--- src/hw/rtl/tse_pkg.sv ---
// Shared types and constants for the tab stop expander.
package tse_pkg;

  localparam int unsigned CharW      = 8;
  localparam int unsigned ColW       = 16;
  localparam int unsigned StopW      = 6;
  localparam int unsigned IdxW       = 3;
  localparam int unsigned CountW     = 3;
  localparam int unsigned RunW       = 6;
  localparam int unsigned CfgIdxW    = 3;
  localparam int unsigned CfgDataW   = 6;
  localparam int unsigned NumStopsDefault = 6;
  localparam int unsigned DefaultStep = 8;

  localparam logic [CharW-1:0] TabByte   = 8'd9;
  localparam logic [CharW-1:0] NlByte    = 8'd10;
  localparam logic [CharW-1:0] SpaceByte = 8'd32;
  localparam logic [ColW-1:0]  ColMax    = {ColW{1'b1}};

  localparam logic [CfgIdxW-1:0] RegStopCount = 3'd0;

  typedef enum logic [1:0] {
    StIdle,
    StSkip,
    StEmit
  } state_e;

  typedef struct packed {
    logic pass_char;
    logic skip_step;
    logic load_run;
    logic emit_space;
  } cmd_t;

  typedef struct packed {
    logic is_tab;
    logic skip_more;
    logic run_last;
    logic out_free;
  } stat_t;

endpackage

--- src/hw/rtl/tse_if.sv ---
// Valid/ready channel interfaces for input bytes and output bytes.
interface tse_in_if;
  logic                        valid;
  logic                        ready;
  logic [tse_pkg::CharW-1:0]   char_in;

  modport source (output valid, output char_in, input ready);
  modport sink (input valid, input char_in, output ready);
endinterface

interface tse_out_if;
  logic                        valid;
  logic                        ready;
  logic [tse_pkg::CharW-1:0]   char_out;
  logic                        last_of_run;

  modport source (output valid, output char_out, output last_of_run, input ready);
  modport sink (input valid, input char_out, input last_of_run, output ready);
endinterface

--- src/hw/rtl/tse_ctrl.sv ---
// Control state machine: byte pass-through, tab stop skipping and space emission.
module tse_ctrl (
  input  logic           clk_i,
  input  logic           rst_ni,
  input  logic           in_valid_i,
  output logic           in_ready_o,
  input  tse_pkg::stat_t stat_i,
  output tse_pkg::cmd_t  cmd_o
);

  tse_pkg::state_e state_q, state_d;

  always_ff @(posedge clk_i or negedge rst_ni) begin
    if (!rst_ni) begin
      state_q <= tse_pkg::StIdle;
    end else begin
      state_q <= state_d;
    end
  end

  always_comb begin
    state_d = state_q;
    case (state_q)
      tse_pkg::StIdle: begin
        if (in_valid_i && stat_i.out_free && stat_i.is_tab) begin
          state_d = tse_pkg::StSkip;
        end
      end
      tse_pkg::StSkip: begin
        if (!stat_i.skip_more) begin
          state_d = tse_pkg::StEmit;
        end
      end
      tse_pkg::StEmit: begin
        if (stat_i.out_free && stat_i.run_last) begin
          state_d = tse_pkg::StIdle;
        end
      end
      default: state_d = tse_pkg::StIdle;
    endcase
  end

  always_comb begin
    cmd_o      = '0;
    in_ready_o = 1'b0;
    case (state_q)
      tse_pkg::StIdle: begin
        in_ready_o      = stat_i.out_free;
        cmd_o.pass_char = in_valid_i && stat_i.out_free && !stat_i.is_tab;
      end
      tse_pkg::StSkip: begin
        cmd_o.skip_step = stat_i.skip_more;
        cmd_o.load_run  = !stat_i.skip_more;
      end
      tse_pkg::StEmit: begin
        cmd_o.emit_space = stat_i.out_free;
      end
      default: begin
        cmd_o      = '0;
        in_ready_o = 1'b0;
      end
    endcase
  end

endmodule

--- src/hw/rtl/tse_dp.sv ---
// Datapath: stop list, column and stop index, run counter and output register.
module tse_dp #(
  parameter int unsigned NumStops = tse_pkg::NumStopsDefault
) (
  input  logic                          clk_i,
  input  logic                          rst_ni,
  input  logic                          cfg_we_i,
  input  logic [tse_pkg::CfgIdxW-1:0]   cfg_idx_i,
  input  logic [tse_pkg::CfgDataW-1:0]  cfg_data_i,
  input  logic [tse_pkg::CharW-1:0]     char_in_i,
  input  logic                          out_ready_i,
  output logic                          out_valid_o,
  output logic [tse_pkg::CharW-1:0]     char_out_o,
  output logic                          last_of_run_o,
  input  tse_pkg::cmd_t                 cmd_i,
  output tse_pkg::stat_t                stat_o
);

  localparam int unsigned SlotW = (NumStops > 1) ? $clog2(NumStops) : 1;
  localparam logic [tse_pkg::CountW-1:0] CountLim = tse_pkg::CountW'(NumStops);
  localparam logic [tse_pkg::RunW-1:0] StepVal = tse_pkg::RunW'(tse_pkg::DefaultStep);

  logic [tse_pkg::StopW-1:0]  stop_q [NumStops];
  logic [tse_pkg::CountW-1:0] count_q;
  logic [tse_pkg::ColW-1:0]   column_q, column_d;
  logic [tse_pkg::IdxW-1:0]   idx_q, idx_d;
  logic [tse_pkg::RunW-1:0]   run_q, run_d;
  logic                       out_valid_q, out_valid_d;
  logic [tse_pkg::CharW-1:0]  char_q, char_d;
  logic                       last_q, last_d;

  logic [tse_pkg::CountW-1:0] active_cnt;
  logic                       in_list;
  logic [tse_pkg::StopW-1:0]  cur_stop;
  logic                       out_free;
  logic [tse_pkg::ColW-1:0]   column_inc;

  always_ff @(posedge clk_i or negedge rst_ni) begin
    if (!rst_ni) begin
      count_q <= '0;
      for (int k = 0; k < NumStops; k++) begin
        stop_q[k] <= '0;
      end
    end else if (cfg_we_i) begin
      if (cfg_idx_i == tse_pkg::RegStopCount) begin
        count_q <= cfg_data_i[tse_pkg::CountW-1:0];
      end else begin
        for (int k = 0; k < NumStops; k++) begin
          if (cfg_idx_i == tse_pkg::CfgIdxW'(k + 1)) begin
            stop_q[k] <= cfg_data_i;
          end
        end
      end
    end
  end

  assign active_cnt = (count_q > CountLim) ? CountLim : count_q;
  assign in_list    = idx_q < active_cnt;
  assign cur_stop   = in_list ? stop_q[idx_q[SlotW-1:0]] : '0;
  assign out_free   = !out_valid_q || out_ready_i;
  assign column_inc = (column_q == tse_pkg::ColMax) ? column_q : column_q + 1'b1;

  assign stat_o.is_tab    = char_in_i == tse_pkg::TabByte;
  assign stat_o.skip_more = in_list &&
                            ({{(tse_pkg::ColW-tse_pkg::StopW){1'b0}}, cur_stop} <= column_q);
  assign stat_o.run_last  = run_q == tse_pkg::RunW'(1);
  assign stat_o.out_free  = out_free;

  always_comb begin
    column_d    = column_q;
    idx_d       = idx_q;
    run_d       = run_q;
    out_valid_d = out_valid_q && !out_ready_i;
    char_d      = char_q;
    last_d      = last_q;
    if (cmd_i.pass_char) begin
      out_valid_d = 1'b1;
      char_d      = char_in_i;
      last_d      = 1'b1;
      if (char_in_i == tse_pkg::NlByte) begin
        column_d = '0;
        idx_d    = '0;
      end else begin
        column_d = column_inc;
      end
    end
    if (cmd_i.skip_step) begin
      idx_d = idx_q + 1'b1;
    end
    if (cmd_i.load_run) begin
      if (in_list) begin
        run_d = cur_stop - column_q[tse_pkg::StopW-1:0];
        idx_d = idx_q + 1'b1;
      end else begin
        run_d = StepVal - {{(tse_pkg::RunW-3){1'b0}}, column_q[2:0]};
      end
    end
    if (cmd_i.emit_space) begin
      out_valid_d = 1'b1;
      char_d      = tse_pkg::SpaceByte;
      last_d      = run_q == tse_pkg::RunW'(1);
      run_d       = run_q - 1'b1;
      column_d    = column_inc;
    end
  end

  always_ff @(posedge clk_i or negedge rst_ni) begin
    if (!rst_ni) begin
      column_q    <= '0;
      idx_q       <= '0;
      run_q       <= '0;
      out_valid_q <= 1'b0;
    end else begin
      column_q    <= column_d;
      idx_q       <= idx_d;
      run_q       <= run_d;
      out_valid_q <= out_valid_d;
    end
  end

  always_ff @(posedge clk_i) begin
    char_q <= char_d;
    last_q <= last_d;
  end

  assign out_valid_o   = out_valid_q;
  assign char_out_o    = char_q;
  assign last_of_run_o = last_q;

endmodule

--- src/hw/rtl/tab_stop_expander_core.sv ---
// Top level of the tab stop expander: controller, datapath and channel wiring.
//
// Usage: text bytes enter on in_chan, one beat per byte, and leave on out_chan.
// Each output beat carries a byte and last_of_run, which is set on the final
// beat that an input byte causes. An ordinary byte or a newline gives one
// output beat, in the cycle after it is taken; the block can take such a byte
// every cycle while out_chan keeps up. A tab first walks the stop list one
// entry per cycle to pass stops at or below the current column, then sets
// up the run and emits its spaces one per cycle while out_chan keeps up,
// from 1 to 63 of them; in_chan is not ready during that time.
// The user must write the stop list and count on the cfg port only while
// the block is idle; the block itself does not enforce this. Index 0 is
// the stop count, indexes 1 to NumStops (6 by default) are the stops.
// Reset clears column, stop index, configuration and the output valid flag.
// When out_chan stalls, the output register holds its beat and no new byte
// or space is produced until it drains.
module tab_stop_expander_core #(
  parameter int unsigned NumStops = tse_pkg::NumStopsDefault
) (
  input  logic                          clk_i,
  input  logic                          rst_ni,
  input  logic                          cfg_we_i,
  input  logic [tse_pkg::CfgIdxW-1:0]   cfg_idx_i,
  input  logic [tse_pkg::CfgDataW-1:0]  cfg_data_i,
  tse_in_if.sink                        in_chan,
  tse_out_if.source                     out_chan
);

  tse_pkg::cmd_t  cmd;
  tse_pkg::stat_t stat;

  tse_ctrl u_ctrl (
    .clk_i      (clk_i),
    .rst_ni     (rst_ni),
    .in_valid_i (in_chan.valid),
    .in_ready_o (in_chan.ready),
    .stat_i     (stat),
    .cmd_o      (cmd)
  );

  tse_dp #(
    .NumStops (NumStops)
  ) u_dp (
    .clk_i         (clk_i),
    .rst_ni        (rst_ni),
    .cfg_we_i      (cfg_we_i),
    .cfg_idx_i     (cfg_idx_i),
    .cfg_data_i    (cfg_data_i),
    .char_in_i     (in_chan.char_in),
    .out_ready_i   (out_chan.ready),
    .out_valid_o   (out_chan.valid),
    .char_out_o    (out_chan.char_out),
    .last_of_run_o (out_chan.last_of_run),
    .cmd_i         (cmd),
    .stat_o        (stat)
  );

endmodule

--- src/flat_wrapper.sv ---
// flat-port wrapper written by rule: the top's interface ports become plain ports
module tab_stop_expander_core_flat 
#(
  parameter int unsigned NumStops = tse_pkg::NumStopsDefault
)
  (clk_i, rst_ni, cfg_we_i, cfg_idx_i, cfg_data_i, in_chan_valid, in_chan_char_in, in_chan_ready, out_chan_valid, out_chan_char_out, out_chan_last_of_run, out_chan_ready);
  tse_in_if in_chan_i ();
  tse_out_if out_chan_i ();
  input  logic clk_i;
  input  logic rst_ni;
  input  logic cfg_we_i;
  input  logic [tse_pkg::CfgIdxW-1:0] cfg_idx_i;
  input  logic [tse_pkg::CfgDataW-1:0] cfg_data_i;
  input wire logic [$bits(in_chan_i.valid)-1:0] in_chan_valid;
  input wire logic [$bits(in_chan_i.char_in)-1:0] in_chan_char_in;
  output wire logic [$bits(in_chan_i.ready)-1:0] in_chan_ready;
  output wire logic [$bits(out_chan_i.valid)-1:0] out_chan_valid;
  output wire logic [$bits(out_chan_i.char_out)-1:0] out_chan_char_out;
  output wire logic [$bits(out_chan_i.last_of_run)-1:0] out_chan_last_of_run;
  input wire logic [$bits(out_chan_i.ready)-1:0] out_chan_ready;
  assign in_chan_i.valid = in_chan_valid;
  assign in_chan_i.char_in = in_chan_char_in;
  assign in_chan_ready = in_chan_i.ready;
  assign out_chan_valid = out_chan_i.valid;
  assign out_chan_char_out = out_chan_i.char_out;
  assign out_chan_last_of_run = out_chan_i.last_of_run;
  assign out_chan_i.ready = out_chan_ready;
  tab_stop_expander_core #(.NumStops(NumStops)) u_core (.clk_i(clk_i), .rst_ni(rst_ni), .cfg_we_i(cfg_we_i), .cfg_idx_i(cfg_idx_i), .cfg_data_i(cfg_data_i), .in_chan(in_chan_i), .out_chan(out_chan_i));
endmodule
--- config.mk ---
export PLATFORM = sky130hd
export DESIGN_NAME = tab_stop_expander_core_flat
export DESIGN_NICKNAME = d
export VERILOG_FILES = /design/src/hw/rtl/tse_pkg.sv /design/src/hw/rtl/tse_if.sv /design/src/hw/rtl/tse_ctrl.sv /design/src/hw/rtl/tse_dp.sv /design/src/hw/rtl/tab_stop_expander_core.sv /design/src/flat_wrapper.sv
export SDC_FILE = /design/constraint.sdc
export NUM_CORES = 1
export LEC_CHECK = 0
export ABC_AREA = 1
export BUFFER_PORTS_ARGS = -buffer_cell sky130_fd_sc_hd__buf_2
export CORE_UTILIZATION = 45
export CTS_CLUSTER_SIZE = 25
export DETAILED_ROUTE_END_ITERATION = 16
export SETUP_SLACK_MARGIN = 0.3
export SLEW_MARGIN = 20
export SYNTH_ARGS = -nofsm -noshare
export SYNTH_HDL_FRONTEND = slang
export SYNTH_SLANG_ARGS = --single-unit
--- constraint.sdc ---
create_clock -name clk_i -period 3.55 [get_ports clk_i]
set_input_delay 0.8875 -clock clk_i [delete_from_list [all_inputs] [get_ports clk_i]]
set_output_delay 0.8875 -clock clk_i [all_outputs]
set_load 0.005 [all_outputs]
==> metrics.cfg <==
[status]
status=finished clean

[yosys]
postSynthAreaPerCell_um2=7.43
synth_seq_cells=76
synthSimpleGateAreaFrac_pct=27.8
synthDominantCellAreaShare_pct=37.7
synthAdderAreaFrac_pct=4.11
synth_top_family_by_area=simple AND/OR/NAND/NOR gates
yosysSeqAreaShare_pct=42.0
synthesis.area_um2=4450
synthMuxAreaShare_pct=0
synth_top_cell_by_area=dfrtp_1
yosysWarnings=0
synth_area_leaders=dfrtp_1 38%, nand2_1 14%, o21ai_0 8.9%
synth-compound-area-share_pct=16.0
synth_cells=598
synth_cell_types=39
syn_nets=634
synth-xor-area-share_pct=1.77

[final_layout]
multi_input_area_um2=2210
areaGrowthSynthToFinish_pct=9.85
ff_latch_area_um2=1870
final_nets=661
drive_above_1_share_pct=13.2
finalNonFillerCells=759
nFillCells=945
num_antenna_cells=0

[clock_tree]
cts_buffers=9
clk_pin_slew_ns=0.09
cts-htree-levels=3
cts_root_buf=clkbuf_8
clk_latency_ns=0.36
cts_max_path_buffers=2
cts_sinks=76
post_cts_buffers=0
cts_tree=built
hold_buffers=0
cts_resized=0

[timing]
relSlewSlack_pct=45.9
tns_ns=0
max_freq_mhz=339
skew_ns=0.0126
fin_crit_ns=2.95
fin_crit_sh_pct=83.0
hold_viol_final=0
worstMarginPinSlew_ns=0.811
rsz0062_at_grt=no
setup_viol=0
slew_violations=0

[global_routing]
antenna_found_initial=0
grt_usage_pct=22.7
grt_pass1_vias=3746
grt_pass1_wl_um=17900
grt_max_degree=36
grt-ovfl-total=0

[critical_path]
critPathLaunch=u_core.u_dp.idx_q[1]
path_common_cell=nand2_1
cp-end-kind=flop
critPathMaxFanout=12
critical_path.top_delay_family=simple AND/OR/NAND/NOR gates
cpPeakStageDelay_ns=0.51
r2r_start=u_core.u_dp.idx_q[1]
ff2ff_setup_slack_ns=0.60
cp_num_buf_inv=3
worstRegToRegCells=20
path_class=reg -> reg
worstSetupStartpointType=flop
critPathCapture=u_core.u_dp.run_q[0]
worstPathRequired_ns=3.86
critPathSlowestCell=dfrtp_1
cp_cell_sequence=ha_1 > nand2_1 > inv_1 > nand2_1 > nand2_1 > inv_2 > o211ai_1 > ha_1 > fa_1 > inv_1 > nand2_1 > nand2_1 > nand3_1 > nand2_1 > nand2_1 > nand2_2 > nand2_4 > nand2_2 > nand2_1 > nand2_1
cp.depth=20
arrival_ns=3.25
r2r-end=u_core.u_dp.run_q[0]

[floorplan]
start_util_pct=47.2
rows=35
die_area_um2=10300
fp.dieW_um=101
core_um2=9420
io_pins=33
die_h_um=101

[power_and_ir_drop]
p_per_area_nw_per_um2=845
clkPwrFrac_pct=17.2
internal_power_w=0.00223
power.leakage_nw=2.50
sequentialPowerShare_pct=32.0
ir_worst_vdd_mv=0.318
comb_power_share_pct=50.8
switchingPower_w=0.00190
switching_share_pct=46.1

[place]
hpwlAfterDp_um=7800
gp_congestion=0.875
placed_cells=743
port_buffers=32

[worst_hold_path]
hold_class=reg -> reg

[route]
drt_iter0_markers=176
avgRoutedWirePerCell_um=13.9
drt_wl_total_um=10600
detail-route-antenna-nets=0
drt_pass1_iterations=6
vias_per_cell=5.16
drc=0
vias=3916

[job]
max-cap-violations=0

==> layer usage <==
layer	track usage [%]	vias up	routed length [um]
met5	0	-	0
met4	8.14	0	218
met3	4.21	18	325
met2	38.7	80	5100
met1	28.8	1813	4920
li1	-	2005	-
==> flip-flops by register name, summed over array words and instances (netlist names) <==
name / flops
u_core.u_ctrl.state_q: 2
u_core.u_dp.char_out_o: 8
u_core.u_dp.column_q: 16
u_core.u_dp.count_q: 3
u_core.u_dp.idx_q: 3
u_core.u_dp.last_of_run_o: 1
u_core.u_dp.out_valid_o: 1
u_core.u_dp.run_q: 6
u_core.u_dp.stop_q: 36
==> placed cells by master (no fill, tap or decap), types with 2 or more instances in the layout <==
cell type,netlist,final
dfrtp_1,67,67
clkbuf_8,0,9
a21oi_1,16,16
o22ai_1,6,6
xor2_1,7,7
clkinvlp_4,0,2
nor2_2,4,4
xnor2_1,2,2
dfxtp_1,8,8
ha_1,13,13
nand2_2,7,7
nand2_4,2,2
o21ai_0,79,79
nand3_2,2,2
o21a_1,4,4
buf_4,4,4
nand3_1,27,27
inv_6,0,2
nand4_1,8,8
inv_1,59,59
inv_2,8,8
nand3b_1,2,2
nor2_4,2,2
nor2_1,52,52
buf_2,6,32
o211ai_1,12,12
nand2_1,171,171
o21ai_2,2,2
nor3_1,5,5
o21ai_1,3,3
==> worst min path at each step <==
stage	startpoint	cells after the start	end	slack (ns)
3_5_place_dp	u_core.u_dp.stop_q[23]	2	u_core.u_dp.stop_q[23]	0.47
6_report	u_core.u_dp.char_out_o[1]	2	u_core.u_dp.char_out_o[1]	0.48
5_1_grt	u_core.u_dp.stop_q[5]	2	u_core.u_dp.stop_q[5]	0.51
4_1_cts	u_core.u_dp.stop_q[4]	2	u_core.u_dp.stop_q[4]	0.49
2_1_floorplan	u_core.u_dp.stop_q[18]	2	u_core.u_dp.stop_q[18]	0.45
3_3_place_gp	u_core.u_dp.char_out_o[5]	2	u_core.u_dp.char_out_o[5]	0.46
==> per-stage QoR <==
step / hold slack (ns) / power (W) / util (%) / area [um^2] / setup slack [ns]
2_1_floorplan: 0.448 / 0.00292 / - / 4450 / 0.994
4_1_cts: 0.491 / 0.00415 / 51.9 / 4880 / 0.613
6_report: 0.485 / 0.00413 / 51.9 / 4880 / 0.603
3_5_place_dp: 0.468 / 0.00343 / 49.7 / 4680 / 0.640
3_3_place_gp: 0.455 / 0.00337 / 49.7 / 4680 / 0.782
5_1_grt: 0.507 / 0.00456 / 51.9 / 4880 / 0.338
==> area by class of cell <==
class / count / area share, %
Multi-Input combinational cell: 435 / 45.2
Sequential cell: 76 / 38.2
Inverter: 67 / 5.15
Timing Repair Buffer: 36 / 3.89
Tap cell: 129 / 3.31
Clock buffer: 9 / 2.54
Clock inverter: 7 / 1.69
==> cell usage after synthesis, drive strengths merged <==
| cell type | number |
|---|---|
| or2 | 1 |
| edfxtp | 1 |
| o31a | 1 |
| o22ai | 6 |
| xor2 | 7 |
| fa | 1 |
| o22a | 1 |
| dfxtp | 8 |
| a21oi | 16 |
| o21ai | 84 |
| nand2 | 180 |
| nand3b | 2 |
| inv | 67 |
| o211ai | 12 |
| nor2 | 58 |
| nand3 | 30 |
| clkbuf | 7 |
| dfrtp | 67 |
| nor3 | 6 |
| buf | 13 |
| nand4 | 8 |
| ha | 13 |
| o31ai | 1 |
| o21a | 4 |
| xnor2 | 2 |
| o21bai | 1 |
| a21boi | 1 |
==> power by group through the flow <==
stage / sequential, W / clock (W) / combinational [W]
final: 0.00132 / 0.000709 / 0.00210
after global routing: 0.00135 / 0.000763 / 0.00245
after CTS: 0.00132 / 0.000725 / 0.00211
after detailed placement: 0.00134 / 0 / 0.00210
after global placement: 0.00133 / 0 / 0.00204
after floorplan: 0.00128 / 0 / 0.00165
==> tightest hold or removal path, stage by stage (launching register included) <==
cell	delay [ns]
dfxtp_1	0.33
nor2_1	0.05
nor2_1	0.08
==> cells by family (layout without fill, tap and decap cells) <==
group | Yosys count | in the layout
AO/OA/AOI/OAI | 127 | 127
XOR/XNOR | 9 | 9
adder cells (fa/ha/maj) | 14 | 14
buffers and inverters | 87 | 119
flip-flops | 76 | 76
AND/OR/NAND/NOR | 285 | 285
(Power assumes the default switching activity.)
